## src/rtl/trial_division_factoriser_macros.svh

```systemverilog
// Assertion macros for the trial division factoriser.
// Included by the top level; depends on nothing else.
`ifndef TRIAL_DIVISION_FACTORISER_MACROS_SVH
`define TRIAL_DIVISION_FACTORISER_MACROS_SVH

// Same-cycle implication, checked outside reset.
`define TDF_ASSERT_IMP(lbl, clk, rst_n, ante, cons) \
  lbl: assert property (@(posedge clk) disable iff (!rst_n) (ante) |-> (cons)) \
    else $error("same-cycle check failed");

// Next-cycle implication, checked outside reset.
`define TDF_ASSERT_NXT(lbl, clk, rst_n, ante, cons) \
  lbl: assert property (@(posedge clk) disable iff (!rst_n) (ante) |=> (cons)) \
    else $error("next-cycle check failed");

`endif

```

## src/rtl/tdf_pkg.sv

```systemverilog
// Shared types and constants of the trial division factoriser.
// Used by every module of the block; depends on nothing.
`timescale 1ns / 1ps

package tdf_pkg;

  localparam int NUMBER_W = 64;
  localparam int CFG_W    = 13;
  localparam int KIND_W   = 2;

  localparam logic [CFG_W-1:0] PRIMES_IN_USE_RESET = 13'd6542;

  // 6542 primes all lie below 2^16, so the sieve never needs more range.
  localparam int SIEVE_W_MAX = 16;

  // Divider retires this many quotient bits per cycle.
  localparam int DIV_BITS   = 4;
  localparam int DIV_CYCLES = NUMBER_W / DIV_BITS;
  localparam int DIV_CNT_W  = $clog2(DIV_CYCLES);

  typedef enum logic [KIND_W-1:0] {
    KIND_TABLE      = 2'd0,
    KIND_FINAL      = 2'd1,
    KIND_UNFACTORED = 2'd2,
    KIND_ZERO       = 2'd3
  } kind_t;

  typedef enum logic [2:0] {
    EMIT_NONE,
    EMIT_TABLE,
    EMIT_COFACTOR,
    EMIT_REMAINDER,
    EMIT_ZERO
  } emit_sel_t;

  typedef enum logic [3:0] {
    CS_BOOT,
    CS_IDLE,
    CS_START,
    CS_FETCH,
    CS_SQUARE,
    CS_CHECK,
    CS_DIV_START,
    CS_DIVIDE,
    CS_RESULT
  } ctrl_state_t;

  typedef enum logic [2:0] {
    SV_CLEAR,
    SV_SQUARE,
    SV_TEST,
    SV_MARK,
    SV_SCAN_RD,
    SV_SCAN_CHK,
    SV_READY
  } sieve_state_t;

  typedef struct packed {
    logic      load;
    logic      latch_prime;
    logic      div_start;
    logic      div_step;
    logic      take_quot;
    logic      next_prime;
    emit_sel_t emit_sel;
  } dp_cmd_t;

  typedef struct packed {
    logic num_zero;
    logic limit_zero;
    logic square_above;
    logic rem_zero;
    logic quot_one;
    logic last_prime;
    logic div_last;
  } dp_status_t;

endpackage

```

## src/rtl/tdf_ctrl.sv

```systemverilog
// Controller state machine: sequences table fetch, square check and divisions per request.
// Depends on tdf_pkg; drives tdf_datapath through dp_cmd_t.
`timescale 1ns / 1ps

module tdf_ctrl (
  input  logic                 clk,
  input  logic                 rst_n,
  input  logic                 start,
  output logic                 busy,
  input  logic                 table_ready,
  input  tdf_pkg::dp_status_t  status,
  output tdf_pkg::dp_cmd_t     cmd
);

  import tdf_pkg::*;

  ctrl_state_t state_r, state_nxt;

  always_ff @(posedge clk) begin
    if (!rst_n) state_r <= CS_BOOT;
    else        state_r <= state_nxt;
  end

  always_comb begin
    state_nxt = state_r;
    unique case (state_r)
      CS_BOOT: begin
        if (table_ready) state_nxt = CS_IDLE;
      end
      CS_IDLE: begin
        if (start) state_nxt = CS_START;
      end
      CS_START: begin
        if (status.num_zero || status.limit_zero) state_nxt = CS_IDLE;
        else                                      state_nxt = CS_FETCH;
      end
      CS_FETCH:  state_nxt = CS_SQUARE;
      CS_SQUARE: state_nxt = CS_CHECK;
      CS_CHECK: begin
        if (status.square_above) state_nxt = CS_IDLE;
        else                     state_nxt = CS_DIV_START;
      end
      CS_DIV_START: state_nxt = CS_DIVIDE;
      CS_DIVIDE: begin
        if (status.div_last) state_nxt = CS_RESULT;
      end
      CS_RESULT: begin
        if (status.rem_zero) begin
          state_nxt = status.quot_one ? CS_IDLE : CS_DIV_START;
        end else begin
          state_nxt = status.last_prime ? CS_IDLE : CS_FETCH;
        end
      end
      default: state_nxt = CS_BOOT;
    endcase
  end

  always_comb begin
    cmd          = '0;
    cmd.emit_sel = EMIT_NONE;
    busy         = 1'b1;
    unique case (state_r)
      CS_IDLE: begin
        busy     = 1'b0;
        cmd.load = start;
      end
      CS_START: begin
        if (status.num_zero)        cmd.emit_sel = EMIT_ZERO;
        else if (status.limit_zero) cmd.emit_sel = EMIT_REMAINDER;
      end
      CS_SQUARE: cmd.latch_prime = 1'b1;
      CS_CHECK: begin
        if (status.square_above) cmd.emit_sel = EMIT_COFACTOR;
      end
      CS_DIV_START: cmd.div_start = 1'b1;
      CS_DIVIDE:    cmd.div_step  = 1'b1;
      CS_RESULT: begin
        if (status.rem_zero) begin
          cmd.emit_sel  = EMIT_TABLE;
          cmd.take_quot = 1'b1;
        end else if (status.last_prime) begin
          cmd.emit_sel = EMIT_REMAINDER;
        end else begin
          cmd.next_prime = 1'b1;
        end
      end
      CS_BOOT, CS_FETCH: ;
      default: ;
    endcase
  end

endmodule

```

## config.mk

```make
export PLATFORM = sky130hd
export DESIGN_NAME = tdf_ctrl
export DESIGN_NICKNAME = d
export VERILOG_FILES = /design/src/rtl/trial_division_factoriser_macros.svh /design/src/rtl/tdf_pkg.sv /design/src/rtl/tdf_ctrl.sv
export SDC_FILE = /design/constraint.sdc
export NUM_CORES = 1
export LEC_CHECK = 0
export BUFFER_PORTS_ARGS = -buffer_cell sky130_fd_sc_hd__buf_2
export CORE_AREA = 2 2 39 41
export DETAILED_ROUTE_END_ITERATION = 7
export DIE_AREA = 0 0 41 43
export PLACE_DENSITY = 0.71
export SLEW_MARGIN = 10
export SYNTH_ARGS = -nofsm -noshare
export SYNTH_HDL_FRONTEND = slang
export SYNTH_SLANG_ARGS = --single-unit
```

## constraint.sdc

```tcl
create_clock -name clk -period 1.55 [get_ports clk]
set_input_delay 0.0775 -clock clk [delete_from_list [all_inputs] [get_ports clk]]
set_output_delay 0.0775 -clock clk [all_outputs]
set_load 0.01 [all_outputs]
```

-- Word level (Yosys, flattened, before mapping)
Cells that the tools add are included.
- flip-flop bits (word level): 4
- input port bits: 11
- output and inout bits: 10
- word-level logic and storage cells: 39
- equal/unequal tests: 11
- mux-type cells: 24
- reductions and logical operators: 3
- operator list (cell ; number):
    $pmux 4 s9 ; 1
    $eq 4x3->1 const B ; 4
    $mux 2 ; 7
    $mux 3 ; 4
    $mux 4 ; 3
    $pmux 3 s3 ; 1
    $eq 4x2->1 const B ; 2
    $mux 1 ; 8
    $ne 2x2->1 const B ; 3
    $eq 4x1->1 const B ; 1
    $eq 4x4->1 const B ; 1
    $logic_not 4->1 ; 1
    $reduce_and 3->1 ; 1
    $logic_or 1x1->1 ; 1

-- Depth between registers and ports, before layout
- depth after elaboration: 3
- mapped depth: 5

-- Least setup slack after synthesis
Ideal clock, no wire load.
- path kind: reg2reg
- from: register state_r[2]
- to: register state_r[1]
- arrival: 1.383 ns
- data required time: 1.480 ns
- slack: 0.097 ns
- cell stages (with the launch flop): 6
- path buffers: 1
- cells stage by stage: dfxtp_1 > buf_4 > or4b_4 > nor3_4 > or4_1 > o2bb2ai_1
- word-level cells in the longest chain between the ends: 3
- elaborated cells on any way between the ends: 14
- ends and longest elaborated chain (item ; RTL line ; RTL):
    start: declaration ; tdf_ctrl.sv:17 ; ctrl_state_t state_r, state_nxt;
    start signal: assignment ; tdf_ctrl.sv:21 ; else state_r <= state_nxt;
    $eq 4x3->1 (tied with other cells) ; tdf_ctrl.sv:26 ; unique case (state_r)
    $ne 2x2->1 (no source line) ; -- ;
    $reduce_and 3->1 (no source line) ; -- ;
Parallel ways exist; a longest one is shown, timed or not.
A chain may end at the register's enable or synchronous reset.

==> key figures <==
Synth
  – Top FF cell, synth: dfxtp_1
  – Synth async-reset ratio: 0%
  – EDFF count, synth: 0
  – Synth top area share: 18.7%
  – Post-synthesis cell type count: 34
  – YS warnings: 0
  – Cell count after synthesis: 56
  – Syn Nets: 67
  – Mapped cell area: 429 um^2
  – Most frequent cells after synthesis: nor2_1 (7), nand2_1 (5), dfxtp_1 (4), nand2b_1 (4)
  – Leading area contributor after synthesis: dfxtp_1
  – Count leader, synth: nor2_1
  – Top cells by area, synth: dfxtp_1 (19%), nor2_1 (6.1%), nand2b_1 (5.8%), nand2_1 (4.4%), nor3_4 (3.8%)
  – Register area share after synthesis: 18.7%
  – Synthesized flop and latch total: 4
  – Syn Area/Cell: 7.66 um^2

Timing
  – Final Max Tran Viols: 0
  – Final setup fails: 5
  – F_max: 596 MHz
  – Total negative slack: -0.404 ns
  – Final Skew: 0.00404 ns
  – Final worst path period need: 1.68 ns
  – RSZ-0062 raised after global routing: yes
  – Least-Margin Pin Slew: 0.276 ns
  – Worst slew margin: 81.5%
  – Final worst setup slack: -0.128 ns
  – Final period util: 108%
  – Final Hold Viols: 0

Pwr
  – VDD IR-drop max: 319 uV
  – Clock share of power: 27.6%
  – P per Cell Area: 748 nW/um^2
  – Comb pwr share: 48.0%
  – Register share of total power: 24.4%
  – Switching part of the total: 36.1%
  – Internal Power: 0.337 mW
  – Switch Pwr: 0.190 mW
  – Static leakage: 0.336 nW

Final layout
  – # fillers: 138
  – Biggest regs: state_r x4
  – Biggest register: state_r
  – Design area: 703 um^2
  – ANT cells: 0
  – Nets: 100
  – Finished Core Util: 50.8%
  – Fraction of layout cells with a size suffix above 1: 55.2%
  – Max reg flops: 4
  – Synth-to-Final Area Change: 63.8%

CTS
  – Cts-stage hold buffer count: 0
  – H-tree Lvls: 1
  – Clk sinks: 4
  – Root buf cell: clkbuf_4
  – Clock Latency Late Sink: 0.25 ns
  – CTS tree: built
  – Clk slew on worst S/H paths: 0.04 ns
  – Max Root-Sink Buffers: 2
  – CTS buffer count: 3

Die
  – Die area: 1760 um^2
  – Core area: 1380 um^2
  – Io pins: 21
  – Chip height: 43 um
  – Initial Utilization: 31.0%
  – Rows: 14
  – Die Width: 41 um

Setup path
  – CP startpoint: state_r[0]$_SDFFE_PN0P_
  – Endpoint class of the critical path: output port
  – Reg2reg setup slack: -0.08 ns
  – Critical path type: reg -> out
  – Startpoint type of the worst setup path: register
  – Critical path peak fanout: 4
  – Worst R2R Path Depth: 6
  – CP endpoint: cmd[1]
  – Arr. time, crit path: 1.60 ns
  – R2R Path End: state_r[1]$_SDFFE_PN0P_
  – RR Startpoint: state_r[0]$_SDFFE_PN0P_
  – Worst path required time: 1.47 ns

Routing
  – Antenna-violating nets left: 0
  – TritonRoute pass-1 iters: 4
  – Starting DRT DRC Count: 9
  – Routed vias/inst: 5.38
  – DR WL/cell: 13.3 um
  – Routed Wire Length: 1370 um
  – DRC viols: 0
  – Routed via count: 554

Global route
  – Initial antenna violation count: 0
  – First-pass GRT wire length: 1950 um
  – Largest net degree at the start of global routing: 10
  – Number of global-route vias before repair: 536
  – GRT Overall Usage: 15.9%
  – Global route total overflow: 0

Min path
  – Min-Delay Path Class: in -> reg
  – Worst Hold Depth: 2

Placed design
  – Final Wtd Congestion: 0.807
  – Number of I/O port buffers: 20
  – Final HPWL DP: 885 um
  – Place WS: 0.0694 ns
  – Placed Area: 566 um^2

Status
  – Violated checks: setup timing
  – Outcome: finished with violations

Job
  – Max-cap viol count: 0
[final cells by class]
class                   instances  area (um^2)  area share (%)
clock buffers                   3         22.5            3.20
well taps                      16         20.0            2.85
repair buffers                 32          213            30.2
inverters                       2         7.51            1.07
multi-input cells              46          350            49.8
flip-flops and latches          4         90.1            12.8
[cells in the final DEF (no fill, tap or decap), types with 2 or more instances in the layout]
master    netlist  layout
nor2_1          7       6
buf_4           1      10
buf_6           1       2
dfxtp_2         0       2
nand2b_1        4       4
nand2_1         5       5
dfxtp_4         0       2
nor3_1          2       2
clkbuf_4        0       3
o21ai_0         2       2
buf_2           2      19
or4b_4          1       2
and3_1          2       2
inv_1           2       2
[logic make-up (layout without fill, tap and decap cells)]
| family | after synthesis | count (layout) | share of synthesized area [%] |
|---|---|---|---|
| AOI/OAI and AO/OA | 14 | 14 | 26.2 |
| buffers and inverters | 6 | 37 | 8.46 |
| DFF | 4 | 4 | 18.7 |
| muxes | 1 | 1 | 2.33 |
| and+or+nand+nor | 31 | 31 | 44.3 |
[repair_timing]
item                       CTS  global route
resized for setup            9             7
setup endpoints to repair    3             5
buffers inserted             3             3
pin swaps                    3             6
[metal layers]
layer  vias up  part of all wire [%]  global-route usage, %
li1        271                     -                      -
met1       252                    41                   17.4
met2        27                    49                   25.6
met3         4                   6.2                   1.57
met4         0                   3.2                   12.7
met5         -                     0                      0
[worst min-delay path by stage]
stage / start / endpoint
2_1_floorplan: status[0] / state_r[1]$_SDFFE_PN0P_
3_3_place_gp: status[0] / state_r[1]$_SDFFE_PN0P_
3_5_place_dp: status[0] / state_r[1]$_SDFFE_PN0P_
4_1_cts: status[0] / state_r[1]$_SDFFE_PN0P_
5_1_grt: status[0] / state_r[1]$_SDFFE_PN0P_
6_report: status[0] / state_r[1]$_SDFFE_PN0P_
[power by group through the flow]
stage          Combinational, mW  Sequential (mW)  Clock, mW
2_1_floorplan              0.131            0.125          0
3_3_place_gp               0.187            0.134          0
3_5_place_dp               0.188            0.135          0
4_1_cts                    0.195            0.133      0.146
5_1_grt                    0.282            0.130      0.148
6_report                   0.253            0.129      0.145
[stage by stage]
step | total power [mW] | hold WS (ns) | cells
finish | 0.526 | 0.0491 | 103
global route | 0.560 | 0.0751 | 103
CTS | 0.474 | 0.0479 | 100
detailed placement | 0.323 | 0.310 | 94
global placement | 0.321 | 0.306 | 94
floorplan | 0.256 | 0.165 | 56
[worst max-delay path: stages (launching register included)]
cell and delay [ns]:
dfxtp_4 0.33, or4b_4 0.59, nor3b_4 0.20, a21oi_2 0.05
nand2_1 0.05, buf_2 0.13
(Power assumes the default switching activity.)
