<file path="src/rtl/trial_division_factoriser_macros.svh">
// Assertion macros for the trial division factoriser.
// Included by the top level; depends on nothing else.
`ifndef TRIAL_DIVISION_FACTORISER_MACROS_SVH
`define TRIAL_DIVISION_FACTORISER_MACROS_SVH

// Same-cycle implication, checked outside reset.
`define TDF_ASSERT_IMP(lbl, clk, rst_n, ante, cons) \
  lbl: assert property (@(posedge clk) disable iff (!rst_n) (ante) |-> (cons)) \
    else $error("same-cycle check failed");

// Next-cycle implication, checked outside reset.
`define TDF_ASSERT_NXT(lbl, clk, rst_n, ante, cons) \
  lbl: assert property (@(posedge clk) disable iff (!rst_n) (ante) |=> (cons)) \
    else $error("next-cycle check failed");

`endif

</file>
<file path="src/rtl/tdf_pkg.sv">
// Shared types and constants of the trial division factoriser.
// Used by every module of the block; depends on nothing.
`timescale 1ns / 1ps

package tdf_pkg;

  localparam int NUMBER_W = 64;
  localparam int CFG_W    = 13;
  localparam int KIND_W   = 2;

  localparam logic [CFG_W-1:0] PRIMES_IN_USE_RESET = 13'd6542;

  // 6542 primes all lie below 2^16, so the sieve never needs more range.
  localparam int SIEVE_W_MAX = 16;

  // Divider retires this many quotient bits per cycle.
  localparam int DIV_BITS   = 4;
  localparam int DIV_CYCLES = NUMBER_W / DIV_BITS;
  localparam int DIV_CNT_W  = $clog2(DIV_CYCLES);

  typedef enum logic [KIND_W-1:0] {
    KIND_TABLE      = 2'd0,
    KIND_FINAL      = 2'd1,
    KIND_UNFACTORED = 2'd2,
    KIND_ZERO       = 2'd3
  } kind_t;

  typedef enum logic [2:0] {
    EMIT_NONE,
    EMIT_TABLE,
    EMIT_COFACTOR,
    EMIT_REMAINDER,
    EMIT_ZERO
  } emit_sel_t;

  typedef enum logic [3:0] {
    CS_BOOT,
    CS_IDLE,
    CS_START,
    CS_FETCH,
    CS_SQUARE,
    CS_CHECK,
    CS_DIV_START,
    CS_DIVIDE,
    CS_RESULT
  } ctrl_state_t;

  typedef enum logic [2:0] {
    SV_CLEAR,
    SV_SQUARE,
    SV_TEST,
    SV_MARK,
    SV_SCAN_RD,
    SV_SCAN_CHK,
    SV_READY
  } sieve_state_t;

  typedef struct packed {
    logic      load;
    logic      latch_prime;
    logic      div_start;
    logic      div_step;
    logic      take_quot;
    logic      next_prime;
    emit_sel_t emit_sel;
  } dp_cmd_t;

  typedef struct packed {
    logic num_zero;
    logic limit_zero;
    logic square_above;
    logic rem_zero;
    logic quot_one;
    logic last_prime;
    logic div_last;
  } dp_status_t;

endpackage

</file>
<file path="src/rtl/tdf_datapath.sv">
// Datapath: cofactor, current prime and its square, radix-16 restoring divider, result registers.
// Depends on tdf_pkg; driven by tdf_ctrl through dp_cmd_t.
`timescale 1ns / 1ps

module tdf_datapath #(
  parameter int PRIME_COUNT = 6542,
  parameter int PRIME_W     = 16,
  localparam int ADDR_W     = (PRIME_COUNT > 1) ? $clog2(PRIME_COUNT) : 1
) (
  input  logic                          clk,
  input  logic                          rst_n,
  input  tdf_pkg::dp_cmd_t              cmd,
  output tdf_pkg::dp_status_t           status,
  input  logic [tdf_pkg::NUMBER_W-1:0]  in_number,
  input  logic                          cfg_we,
  input  logic [tdf_pkg::CFG_W-1:0]     cfg_wdata,
  input  logic [tdf_pkg::CFG_W-1:0]     loaded_count,
  output logic [ADDR_W-1:0]             tbl_addr,
  input  logic [PRIME_W-1:0]            tbl_data,
  output logic                          out_valid,
  output logic [tdf_pkg::NUMBER_W-1:0]  out_factor,
  output logic [tdf_pkg::KIND_W-1:0]    out_factor_kind,
  output logic                          out_last
);

  import tdf_pkg::*;

  logic [CFG_W-1:0]     primes_in_use_r;
  logic [NUMBER_W-1:0]  v_r;
  logic [CFG_W-1:0]     limit_r;
  logic [ADDR_W-1:0]    idx_r;
  logic [PRIME_W-1:0]   p_r;
  logic [2*PRIME_W-1:0] sq_r;
  logic [NUMBER_W-1:0]  dnd_r, dnd_nxt;
  logic [PRIME_W-1:0]   rem_r, rem_nxt;
  logic [DIV_CNT_W-1:0] cnt_r;
  logic [PRIME_W:0]     trial;

  logic                 out_valid_r;
  logic [NUMBER_W-1:0]  out_factor_r;
  kind_t                out_kind_r;
  logic                 out_last_r;

  // Restoring division, DIV_BITS quotient bits per cycle; quotient fills dnd from the bottom
  always_comb begin
    rem_nxt = rem_r;
    dnd_nxt = dnd_r;
    trial   = '0;
    for (int k = 0; k < DIV_BITS; k++) begin
      trial   = {rem_nxt, dnd_nxt[NUMBER_W-1]};
      dnd_nxt = {dnd_nxt[NUMBER_W-2:0], 1'b0};
      if (trial >= {1'b0, p_r}) begin
        rem_nxt    = PRIME_W'(trial - {1'b0, p_r});
        dnd_nxt[0] = 1'b1;
      end else begin
        rem_nxt = trial[PRIME_W-1:0];
      end
    end
  end

  assign status.num_zero     = (v_r == '0);
  assign status.limit_zero   = (limit_r == '0);
  assign status.square_above = (NUMBER_W'(sq_r) > v_r);
  assign status.rem_zero     = (rem_r == '0);
  assign status.quot_one     = (dnd_r == NUMBER_W'(1));
  assign status.last_prime   = ((CFG_W'(idx_r) + CFG_W'(1)) == limit_r);
  assign status.div_last     = (cnt_r == DIV_CNT_W'(DIV_CYCLES - 1));

  assign tbl_addr = idx_r;

  always_ff @(posedge clk) begin
    if (!rst_n) begin
      primes_in_use_r <= PRIMES_IN_USE_RESET;
      out_valid_r     <= 1'b0;
      cnt_r           <= '0;
    end else begin
      if (cfg_we) primes_in_use_r <= cfg_wdata;
      out_valid_r <= (cmd.emit_sel != EMIT_NONE);
      if (cmd.div_start)     cnt_r <= '0;
      else if (cmd.div_step) cnt_r <= cnt_r + 1'b1;
    end
  end

  always_ff @(posedge clk) begin
    if (cmd.load) begin
      v_r     <= in_number;
      idx_r   <= '0;
      limit_r <= (primes_in_use_r > loaded_count) ? loaded_count : primes_in_use_r;
    end else begin
      if (cmd.take_quot)  v_r   <= dnd_r;
      if (cmd.next_prime) idx_r <= idx_r + 1'b1;
    end
    if (cmd.latch_prime) begin
      p_r  <= tbl_data;
      sq_r <= {{PRIME_W{1'b0}}, tbl_data} * {{PRIME_W{1'b0}}, tbl_data};
    end
    if (cmd.div_start) begin
      dnd_r <= v_r;
      rem_r <= '0;
    end else if (cmd.div_step) begin
      dnd_r <= dnd_nxt;
      rem_r <= rem_nxt;
    end
  end

  always_ff @(posedge clk) begin
    unique case (cmd.emit_sel)
      EMIT_TABLE: begin
        out_factor_r <= NUMBER_W'(p_r);
        out_kind_r   <= KIND_TABLE;
        out_last_r   <= status.quot_one;
      end
      EMIT_COFACTOR: begin
        out_factor_r <= v_r;
        out_kind_r   <= KIND_FINAL;
        out_last_r   <= 1'b1;
      end
      EMIT_REMAINDER: begin
        out_factor_r <= v_r;
        out_kind_r   <= (v_r == NUMBER_W'(1)) ? KIND_FINAL : KIND_UNFACTORED;
        out_last_r   <= 1'b1;
      end
      EMIT_ZERO: begin
        out_factor_r <= '0;
        out_kind_r   <= KIND_ZERO;
        out_last_r   <= 1'b1;
      end
      EMIT_NONE: ;
      default: ;
    endcase
  end

  assign out_valid       = out_valid_r;
  assign out_factor      = out_factor_r;
  assign out_factor_kind = out_kind_r;
  assign out_last        = out_last_r;

endmodule

</file>
<file path="config.mk">
export PLATFORM = sky130hd
export DESIGN_NAME = tdf_datapath
export DESIGN_NICKNAME = d
export VERILOG_FILES = /design/src/rtl/trial_division_factoriser_macros.svh /design/src/rtl/tdf_pkg.sv /design/src/rtl/tdf_datapath.sv
export SDC_FILE = /design/constraint.sdc
export NUM_CORES = 1
export LEC_CHECK = 0
export BUFFER_PORTS_ARGS = -buffer_cell sky130_fd_sc_hd__buf_2
export CAP_MARGIN = 20
export CELL_PAD_IN_SITES_DETAIL_PLACEMENT = 0
export CELL_PAD_IN_SITES_GLOBAL_PLACEMENT = 1
export CORE_ASPECT_RATIO = 1.2
export CORE_MARGIN = 2
export CORE_UTILIZATION = 53
export DETAILED_ROUTE_END_ITERATION = 8
export GPL_ROUTABILITY_DRIVEN = 0
export MAX_ROUTING_LAYER = met4
export PLACE_DENSITY_LB_ADDON = 0.1
export SLEW_MARGIN = 20
export SYNTH_ARGS = -nofsm -noshare
export SYNTH_HDL_FRONTEND = slang
export SYNTH_SLANG_ARGS = --single-unit
</file>
<file path="constraint.sdc">
create_clock -name clk -period 14.52 [get_ports clk]
set_input_delay 1.452 -clock clk [delete_from_list [all_inputs] [get_ports clk]]
set_output_delay 1.452 -clock clk [all_outputs]
set_load 0.01 [all_outputs]
</file>
* Yosys cells after proc, flatten, opt, wreduce, memory -nomap -nowiden
Index checks and enable logic that the tools add are counted.
** Cells by class
- Multiplexer cells :: 17
- $lt $le $gt $ge :: 6
- Reduce and logical (&&, ||, !) cells :: 12
- Equality and inequality tests :: 8
- Add/sub/neg operators :: 6
- $mul :: 1
- Bitwise operators :: 1
** Operator list (count)
- $mux W64 :: 4
- $pmux W64 S3 :: 1
- $eq A64 B1 Y1 const B :: 2
- $ge A17 B16 Y1 :: 4
- $gt A32 B64 Y1 :: 1
- $logic_not A64 Y1 :: 1
- $mux W16 :: 4
- $sub A16 B16 Y16 :: 4
- $mul A16 B16 Y32 :: 1
- $logic_not A16 Y1 :: 1
- $add A13 B1 Y13 const B :: 1
- $eq A13 B13 Y1 :: 1
- $gt A13 B13 Y1 :: 1
- $logic_not A13 Y1 :: 1
- $mux W13 :: 1
- $pmux W2 S4 :: 1
- $eq A3 B2 Y1 const B :: 2
- $reduce_bool A2 Y1 :: 3
- $reduce_bool A3 Y1 :: 2
- $add A4 B1 Y4 const B :: 1
- $eq A4 B4 Y1 const B :: 1
- $mux W1 :: 4
- $reduce_bool A4 Y1 :: 1
- $reduce_or A2 Y1 :: 2
- 6 further kinds :: 6
** Word-level totals
- Logic and storage cells :: 64
- Register bits :: 303
- Output and inout bits :: 88

* Depth between registers and ports, before layout
Gate-level depths: netlist of run 1.
- Depth in word-level cells :: 10
- Depth in mapped cells :: 48
- Gate-level depth less buffers :: 44

* Least setup slack after synthesis of run 1
Ideal clock, no wire load.
- Kind :: register to register
- From :: register p_r[12]
- To :: register dnd_r[0] (data pin)
- Period minus slack after synthesis :: 9.977 ns
- Required time :: 14.260 ns
- Setup slack :: 4.543 ns
- Arrival time :: 9.717 ns
- Stages on the path, launching flop included :: 45
- Cell sequence :: edfxtp_1 -> inv_1 -> ha_1 -> nand4_1 -> or4_1 -> a31oi_1 -> or2_1 -> clkbuf_1 -> buf_1 -> mux2i_1 -> inv_1 -> ha_1 -> a211oi_1 -> nor2_1 -> nor3_1 -> nand2_1 -> o21a_1 -> a2111o_1 -> (+9 left out) -> a21oi_1 -> or4_4 -> clkbuf_1 -> clkbuf_1 -> a21oi_1 -> a21oi_1 -> ha_1 -> nor2b_1 -> o21ai_0 -> a21boi_0 -> o31ai_1 -> a21oi_1 -> o21ai_0 -> a221oi_1 -> nand4b_1 -> o31a_1 -> buf_2 -> mux2_2
** Between the ends
- Word-level cells in the longest chain between the ends :: 10
- Elaborated cells on any way between the ends :: 13
** Ends and longest elaborated chain
- from (decl) :: RTL line tdf_datapath.sv:32 : logic [PRIME_W-1:0] p_r;
- from (signal assigned) :: RTL line tdf_datapath.sv:94 : p_r <= tbl_data;
- $sub A16 B16 Y16 or $ge A17 B16 Y1 (tied branches) :: RTL line tdf_datapath.sv:53, tdf_datapath.sv:52
- $mux W16 :: RTL line tdf_datapath.sv:52 : if (trial >= {1'b0, p_r}) begin
- $sub A16 B16 Y16 or $ge A17 B16 Y1 (tied branches) :: RTL line tdf_datapath.sv:53, tdf_datapath.sv:52
- $mux W16 :: RTL line tdf_datapath.sv:52
- $sub A16 B16 Y16 or $ge A17 B16 Y1 (tied branches) :: RTL line tdf_datapath.sv:53, tdf_datapath.sv:52
- $mux W16 :: RTL line tdf_datapath.sv:52
- $ge A17 B16 Y1 (*) :: RTL line tdf_datapath.sv:52
- $mux W1 (*) :: RTL line tdf_datapath.sv:52
- $mux W64 (*) :: RTL line tdf_datapath.sv:100 : end else if (cmd.div_step) begin
- $mux W64 (*) :: RTL line tdf_datapath.sv:97 : if (cmd.div_start) begin
- to (signal assigned) :: RTL line tdf_datapath.sv:98 : dnd_r <= v_r;
- to (signal assigned) :: RTL line tdf_datapath.sv:101 : dnd_r <= dnd_nxt;
- to (decl) :: RTL line tdf_datapath.sv:34 : logic [NUMBER_W-1:0] dnd_r, dnd_nxt;
Every way passes the cells marked *; elsewhere a longest branch is shown, timed or not. The select of a mux whose other input is x is not followed.
A chain may end at the register's enable or synchronous reset.

* Worst setup path after layout of run 1
- From :: register p_r[12]
- To :: register rem_r[2]
** Between the ends
- Word-level cells in the longest chain between the ends :: 8
- Elaborated cells on any way between the ends :: 12
** Ends and longest elaborated chain
- $sub A16 B16 Y16 or $ge A17 B16 Y1 (tied branches) :: RTL line tdf_datapath.sv:53, tdf_datapath.sv:52
- $mux W16 :: RTL line tdf_datapath.sv:52
- $sub A16 B16 Y16 or $ge A17 B16 Y1 (tied branches) :: RTL line tdf_datapath.sv:53, tdf_datapath.sv:52
- $mux W16 :: RTL line tdf_datapath.sv:52
- $ge A17 B16 Y1 or $sub A16 B16 Y16 (tied branches) :: RTL line tdf_datapath.sv:52, tdf_datapath.sv:53
- $mux W16 :: RTL line tdf_datapath.sv:52
- $sub A16 B16 Y16 or $ge A17 B16 Y1 (tied branches) :: RTL line tdf_datapath.sv:53, tdf_datapath.sv:52
- $mux W16 (*) :: RTL line tdf_datapath.sv:52
- to (signal assigned) :: RTL line tdf_datapath.sv:102 : rem_r <= rem_nxt;
- to (decl) :: RTL line tdf_datapath.sv:35 : logic [PRIME_W-1:0] rem_r, rem_nxt;
Every way passes the cells marked *; elsewhere a longest branch is shown, timed or not.

==> results of run 1 <==
logic make-up after synthesis:
logic type                 Yosys count
muxes                              175
buffers and inverters              353
adders and majority gates          377
and+or+nand+nor                    559
xor gates and xnor gates           117
DFF                                301
AOI/OAI and AO/OA                  343
state kept, by name, indices dropped and copies added, names as in the netlist, 13 cells and up:
| signal | cells |
|---|---|
| sq_r | 30 |
| tbl_addr | 13 |
| rem_r | 16 |
| limit_r | 13 |
| p_r | 16 |
| out_factor | 64 |
| dnd_r | 64 |
| v_r | 64 |
| primes_in_use_r | 13 |
synth_stat cells (5+ instances only):
cell type    n
nor2_1     111
nand3_1     22
a221o_1      5
o211ai_1     8
mux2i_1     37
xor2_1      44
or2_2        6
o221ai_1     6
and3_1      12
or4_1        6
o31a_1       6
fa_1       168
a21o_1      37
nor3_1      22
xnor2_1     73
mux2_2     138
a21boi_0     5
o21ai_0     74
a21oi_1     80
inv_1      283
nand2b_1    21
and2_1     112
dfxtp_1     47
nor2b_1     27
a211oi_1    23
o21a_1      21
or3_1        5
nand4_1     37
clkbuf_1    64
o22ai_1      5
nor4_1      45
ha_1       209
a22o_1      16
nand2_1    119
o21bai_1    16
edfxtp_1   254
cell type report:
class	count	area, um^2	area share [%]
well taps	609	762	2.85
inverters	284	1070	3.99
multi-input cells	1571	14200	52.9
clock inverters	16	173	0.646
repair buffers	217	1120	4.19
diodes	17	42.5	0.159
flip-flops and latches	301	8570	32.1
clock buffers	42	847	3.17
tightest hold or removal path, cell delays in order (launching register included):
cell and delay, ps:
dfxtp_1 340, xor2_1 70, nor2_1 70
per-layer routing:
metal / up-vias / global-route usage, % / wire [um]
li1: 8181 / - / -
met3: 135 / 3.50 / 3410
met4: 0 / 10.5 / 2460
met5: - / - / 0
met1: 8719 / 32.9 / 24900
met2: 490 / 51.2 / 33700
stage by stage:
| step | cells | setup WS, ps | hold slack [ps] | utilization, % | instance area [um^2] |
|---|---|---|---|---|---|
| floorplan | 2225 | 4540 | 463 | - | 24000 |
| global placement | 2982 | 3520 | 488 | 57.3 | 25700 |
| detailed placement | 2982 | 3250 | 501 | 57.3 | 25700 |
| CTS | 3040 | 3230 | 516 | 59.6 | 26700 |
| global route | 3050 | 2410 | 539 | 59.7 | 26700 |
| finish | 3057 | 3150 | 510 | 59.7 | 26700 |
worst min path at each step:
stage,from,endpoint
floorplan,primes_in_use_r[12]$_SDFFE_PN1P_,primes_in_use_r[12]$_SDFFE_PN1P_
global placement,primes_in_use_r[2]$_SDFFE_PN1P_,primes_in_use_r[2]$_SDFFE_PN1P_
detailed placement,cnt_r[3]$_SDFFE_PP0P_,cnt_r[3]$_SDFFE_PP0P_
CTS,primes_in_use_r[1]$_SDFFE_PN1P_,primes_in_use_r[1]$_SDFFE_PN1P_
global route,primes_in_use_r[1]$_SDFFE_PN1P_,primes_in_use_r[1]$_SDFFE_PN1P_
finish,cnt_r[3]$_SDFFE_PP0P_,cnt_r[3]$_SDFFE_PP0P_
==> metrics.csv, run 1 <==
metric;value;unit
dp_hpwl;50.9;mm
drtIter0Drc;1023;
overflow;0;
port_buffers;205;
start_util;53.7;%
dieHeight;237;um
skew;17.2;ps
root_buffer;clkbuf_16;
critical_path_buf_inv_count;4;
htreeDepth;1;
cts_buffers;31;
tns;0;ps
finalHoldViolations;0;
whs_path_depth;2;
muxShareOfSynthArea;8.01;%
finalSetupViolCount;0;
cts_hold_repair.buffers;0;
path_depth;40;
synthToLayoutAreaGrowth;11.3;%
drive_gt1_share;17.1;%
synth_area;0.0240;mm^2
wl;64.6;mm
ys_types;72;
synth-compound-area-share;9.52;%
cp-end-kind;flop;
r2r_start;p_r[12]$_DFFE_PP_;
vias;17525;
fin_nets;2901;
timing.fmax;87.9;MHz
yosysTopAreaCell;edfxtp_1;
crit_path_start_kind;flop;
tritoncts;built;
synth.avg_cell_area;10.8;um^2
cp_top_family;simple AND/OR/NAND/NOR gates;
first_global_vias;18457;
cts_resized;0;
path_max_fanout;26;
yosys_register_bits;301;
grt_max_degree;80;
ys_warn_count;0;
ys_dominant_reg_cell;edfxtp_1;
critPathSlowestCell;or4_4;
cp-startpoint;p_r[12]$_DFFE_PP_;
antenna_found_initial;10;
synth-simple-area-share;12.1;%
die-area;0.0471;mm^2
synth_top_family_by_area;adder cells;
ioPinCount;206;
rows;85;
route.detailed.drc;0;
post-route-period-util;78.3;%
synth.area.top_cells;edfxtp_1 32%, fa_1 14%, ha_1 11%, mux2_2 6.5%, inv_1 4.4%;
final_cell_mix;283 x inv_1, 254 x edfxtp_1, 209 x ha_1;
r2r_slack;3150;ps
syn_nets;2720;
critical_path.endpoint;rem_r[2]$_SDFFE_PP0P_;
worst_pin_slew;1110;ps
worst_ep_arrival_time;11860;ps
clock_latency;600;ps
grt_usage;28.7;%
syn_inst;2225;
antenna_left;0;
yosys.area.top_type_share;31.7;%
required;15010;ps
r2r-end;rem_r[2]$_SDFFE_PP0P_;
die_w;198;um
numClockSinks;301;
outcome;finished clean;
wire_per_inst;21.1;um
rsz0062_at_grt;false;
via_per_inst;5.73;
grt_pass1_wl;101;mm
period_needed;11370;ps
yosysSeqAreaShare;35.7;%
slew_violations;0;
post_cts_buffers;0;
fp.coreArea;0.0448;mm^2
async_reset_ff_share;0;%
dr.pass1.iters;5;
fillCellCount;3851;
cpPeakStageDelay;570;ps
final_common_cell;inv_1;
hold_path.class;flop to flop;
synth-edff-count;254;
synth_fa_ha_area_share;24.9;%
worstSetupPathType;flop to flop;
ff2ff_path_depth;40;
cap_violations;0;
slew_headroom;25.9;%
path_clk_slew;70;ps
clk_path_buf_depth;3;
synthXorXnorAreaFrac;4.27;%
Power of run 1 is left out: the tool's default activity adds up to more than one toggle a clock period on the data nets, which glitch-free logic cannot reach.
==> inputs of run 2 (changes only) <==
- CORE_UTILIZATION: 53 -> 44
- clock period: 14.52 -> 9.7 ns (I/O delays scaled with it)
==> metrics.csv, run 2 (same netlist as run 1, synthesis figures left out) <==
metric;value;unit;change
outcome;finished clean;;unchanged
crit_path_start_kind;flop;;unchanged
use_met2;47.5;%;was 51.2%
die-area;0.0565;mm^2;was 0.0471 mm^2
top_usage_layer;met2;;unchanged
slew_headroom;23.5;%;was 25.9%
ioPinCount;206;;unchanged
port_buffers;205;;unchanged
worstSetupPathType;flop to flop;;unchanged
overflow;0;;unchanged
dr.pass1.iters;6;;was 5
rsz0062_at_grt;true;;was false
post_cts_buffers;0;;unchanged
wire_per_inst;21.7;um;was 21.1 um
grt_usage;26.4;%;was 28.7%
dp_hpwl;57.4;mm;was 50.9 mm
fillCellCount;4899;;was 3851
dieHeight;260;um;was 237 um
required;10180;ps;was 15010 ps
grt_max_degree;80;;unchanged
cts_buffers;31;;unchanged
period_needed;9300;ps;was 11370 ps
tritoncts;built;;unchanged
place_ws;-7.01;ps;was 3250 ps
dpl_cell_area;0.0270;mm^2;was 0.0257 mm^2
clk_path_buf_depth;3;;unchanged
use_met1;30.0;%;was 32.9%
setup_ws;398;ps;was 3150 ps
post-route-period-util;95.9;%;was 78.3%
route.detailed.drc;0;;unchanged
finalHoldViolations;0;;unchanged
final_cell_mix;283 x inv_1, 254 x edfxtp_1, 207 x ha_1;;was 283 x inv_1, 254 x edfxtp_1, 209 x ha_1
via_per_inst;5.49;;was 5.73
placed_cells;3245;;was 2982
slew_violations;0;;unchanged
met3_usage;3.26;%;was 3.50%
cap_violations;0;;unchanged
numClockSinks;301;;unchanged
first_global_vias;19370;;was 18.5k
timing.fmax;108;MHz;was 87.9 MHz
antenna_left;0;;unchanged
clock_latency;610;ps;was 600 ps
hold_path.class;flop to flop;;unchanged
path_clk_slew;60;ps;was 70 ps
worst_pin_slew;1150;ps;was 1110 ps
die_w;217;um;was 198 um
antenna_found_initial;11;;was 10
fp.coreArea;0.0539;mm^2;was 0.0448 mm^2
cpPeakStageDelay;560;ps;was 570 ps
final_cells;3316;;was 3057
path_max_fanout;8;;was 26
wl;72.1;mm;was 64.6 mm
drive_gt1_share;23.4;%;was 17.1%
finalSetupViolCount;0;;unchanged
fin_nets;3062;;was 2901
drtIter0Drc;1213;;was 1023
worst_ep_arrival_time;9790;ps;was 11860 ps
root_buffer;clkbuf_16;;unchanged
vias;18215;;was 17.5k
skew;20.4;ps;was 17.2 ps
design_area;0.0282;mm^2;was 0.0267 mm^2
htreeDepth;1;;unchanged
grt_pass1_wl;111;mm;was 101 mm
final_common_cell;inv_1;;unchanged
cts_hold_repair.buffers;0;;unchanged
cp-end-kind;flop;;unchanged
rows;93;;was 85
start_util;44.6;%;was 53.7%
synthToLayoutAreaGrowth;17.4;%;was 11.3%
critPathSlowestCell;or4_4;;unchanged
-- run 2: cell count changes in the layout (fill, tap and decap cells not counted), moves of 3 or more --
cell / change
a21oi_1: -5
buf_6: +3
o21ai_1: +3
diode_2: -5
buf_4: +156
o21ai_0: -6
a21oi_2: +5
-- run 2: stage by stage --
stage / utilization, % / hold slack [ps] / setup TNS (ps)
after floorplan: - / 463 / 0
after global placement: 50.1 / 485 / 0
after detailed placement: 50.1 / 493 / -7.01
after CTS: 52.0 / 515 / 0
after global routing: 52.4 / 550 / -520
final: 52.4 / 510 / 0
-- run 2: worst paths after layout --
kind,start,end,slack (ps),cells past startpoint
min,primes_in_use_r[11]$_SDFFE_PN1P_,primes_in_use_r[11]$_SDFFE_PN1P_,510,2
min reg2reg,primes_in_use_r[11]$_SDFFE_PN1P_,primes_in_use_r[11]$_SDFFE_PN1P_,510,2
max,p_r[12]$_DFFE_PP_,rem_r[4]$_SDFFE_PP0P_,400,41
max reg2reg,p_r[12]$_DFFE_PP_,rem_r[4]$_SDFFE_PP0P_,400,41
-- run 2: per-layer routing --
layer | up-vias | share of wire [%]
li1 | 8506 | -
met1 | 9124 | 39
met2 | 433 | 53
met3 | 152 | 4.3
met4 | 0 | 3.8
met5 | - | 0
-- run 2: final cells by class --
class | count | area (um^2) | area share (%)
Clock inverter | 15 | 146 | 0.519
Inverter | 284 | 1070 | 3.78
Multi-Input combinational cell | 1571 | 14300 | 50.7
Tap cell | 712 | 891 | 3.16
Antenna cell | 12 | 30.0 | 0.106
Sequential cell | 301 | 8570 | 30.4
Timing Repair Buffer | 378 | 2360 | 8.37
Clock buffer | 43 | 861 | 3.05
-- run 2: critical path: cells and delay by family, from the launching register on --
kind,cells,cell delay [ps]
buf+inv,7,960
xor+xnor,1,180
compound gates,13,2770
simple gates,15,3540
fa+ha+maj,4,1250
flops,1,360
mux,1,100
-- run 2: repair_timing --
action / 4_1_cts / 5_1_grt
pin swaps: 0 / 5
setup endpoints to repair: 2 / 17
resized for setup: 3 / 39
hold endpoints to repair: 0 / 0
Power of run 2 is left out for the same reason.
==> inputs of run 3 (changes only) <==
- REMOVE_ABC_BUFFERS: not set -> 1
==> metrics.csv, run 3 (same netlist as run 1, synthesis figures left out) <==
metric;value;unit;change
antenna_left;0;;unchanged
clk_path_buf_depth;3;;unchanged
start_util;44.6;%;unchanged
period_needed;9420;ps;was 9300 ps
vias;18226;;about the same
crit_path_start_kind;flop;;unchanged
r2r_start;p_r[9]$_DFFE_PP_;;was p_r[12]$_DFFE_PP_
route.detailed.drc;0;;unchanged
clock_latency;540;ps;was 610 ps
post-route-period-util;97.1;%;was 95.9%
synthToLayoutAreaGrowth;18.0;%;was 17.4%
worst_ep_arrival_time;9790;ps;about the same
cp-end-kind;flop;;unchanged
final_cell_mix;283 x inv_1, 254 x edfxtp_1, 204 x buf_2;;was 283 x inv_1, 254 x edfxtp_1, 207 x ha_1
dr.pass1.iters;5;;was 6
grt_max_degree;68;;was 80
dieHeight;260;um;unchanged
skew;20.3;ps;was 20.4 ps
slew_violations;0;;unchanged
drtIter0Drc;1039;;was 1213
die_w;217;um;unchanged
wl;72.5;mm;was 72.1 mm
cts_hold_repair.buffers;0;;unchanged
final_common_cell;inv_1;;unchanged
ioPinCount;206;;unchanged
fp.coreArea;0.0539;mm^2;unchanged
finalSetupViolCount;0;;unchanged
wire_per_inst;21.9;um;was 21.7 um
path_clk_slew;60;ps;about the same
rows;93;;unchanged
antenna_found_initial;5;;was 11
grt_pass1_wl;111;mm;about the same
slew_headroom;30.6;%;was 23.5%
final_cells;3306;;was 3316
via_per_inst;5.51;;was 5.49
first_global_vias;19098;;was 19.4k
worst_pin_slew;1030;ps;was 1150 ps
cpPeakStageDelay;560;ps;about the same
dp_hpwl;57.3;mm;was 57.4 mm
overflow;0;;unchanged
placed_cells;3221;;was 3245
outcome;finished clean;;unchanged
finalHoldViolations;0;;unchanged
root_buffer;clkbuf_16;;unchanged
worstSetupPathType;flop to flop;;unchanged
cap_violations;0;;unchanged
path_max_fanout;7;;was 8
fin_nets;3058;;was 3062
timing.fmax;106;MHz;was 108 MHz
hold_path.class;flop to flop;;unchanged
cpMostUsedCell;buf_4;;
htreeDepth;2;;was 1
required;10070;ps;was 10180 ps
cts_buffers;34;;was 31
drive_gt1_share;23.7;%;was 23.4%
port_buffers;205;;unchanged
numClockSinks;301;;unchanged
critPathSlowestCell;or4_1;;was or4_4
worstHoldStart;primes_in_use_r[3]$_SDFFE_PN1P_;;was primes_in_use_r[11]$_SDFFE_PN1P_
grt_usage;26.4;%;about the same
tritoncts;built;;unchanged
cp-startpoint;p_r[9]$_DFFE_PP_;;was p_r[12]$_DFFE_PP_
die-area;0.0565;mm^2;unchanged
-- run 3: cell types whose count changed in the layout (fill, tap and decap cells not counted), sizes merged --
cell / previous run / this run
diode: 12 / 5
bufinv: 2 / 5
inv: 284 / 285
buf: 378 / 369
clkinvlp: 1 / 3
-- run 3: per-layer routing --
layer  vias up  part of all wire, %  track usage (%)
met4         0                  3.4             8.52
li1       8505                    -                -
met3       146                  3.9             2.70
met2       459                   51             47.0
met1      9116                   41             31.3
met5         -                    0                -
-- run 3: cell type report --
type / count / area [um^2]
fillers: 4846 / 25500
multi-input cells: 1571 / 14300
flip-flops and latches: 301 / 8570
repair buffers: 371 / 2320
inverters: 284 / 1070
well taps: 712 / 891
clock buffers: 41 / 877
clock inverters: 21 / 279
diodes: 5 / 12.5
-- run 3: per-stage QoR --
step	cell area (um^2)	hold WS (ps)	setup WS [ps]	util [%]	TNS (ps)
3_3_place_gp	26800	488	92.4	49.8	0
6_report	28400	517	282	52.6	0
4_1_cts	28000	516	28.2	52.0	0
2_1_floorplan	23800	461	-1050	-	-14900
5_1_grt	28400	553	-94.1	52.6	-1040
3_5_place_dp	26800	497	-127	49.8	-1110
-- run 3: what timing repair did --
action | in CTS | in global routing
endpoints found under the setup margin | 16 | 17
cloned | 0 | 2
gates resized for setup | 3 | 52
buffers inserted | 0 | 16
hold endpoints to repair | 0 | 0
pin swaps | 0 | 17
-- run 3: path summary, 6_finish.rpt --
| path | end | slack (ps) | cells past startpoint |
|---|---|---|---|
| setup / recovery | rem_r[8]$_SDFFE_PP0P_ | 280 | 39 |
| hold / removal | primes_in_use_r[3]$_SDFFE_PN1P_ | 520 | 2 |
| setup reg to reg | rem_r[8]$_SDFFE_PP0P_ | 280 | 39 |
| hold reg to reg | primes_in_use_r[3]$_SDFFE_PN1P_ | 520 | 2 |
-- run 3: critical path: cells and delay by family (launching register included) --
kind,cells,cell delay (ps)
compound gates,13,2860
simple gates,12,2800
fa+ha+maj,4,1290
buf+inv,7,1040
mux,2,440
xor+xnor,1,420
flops,1,370
Power of run 3 is left out for the same reason.
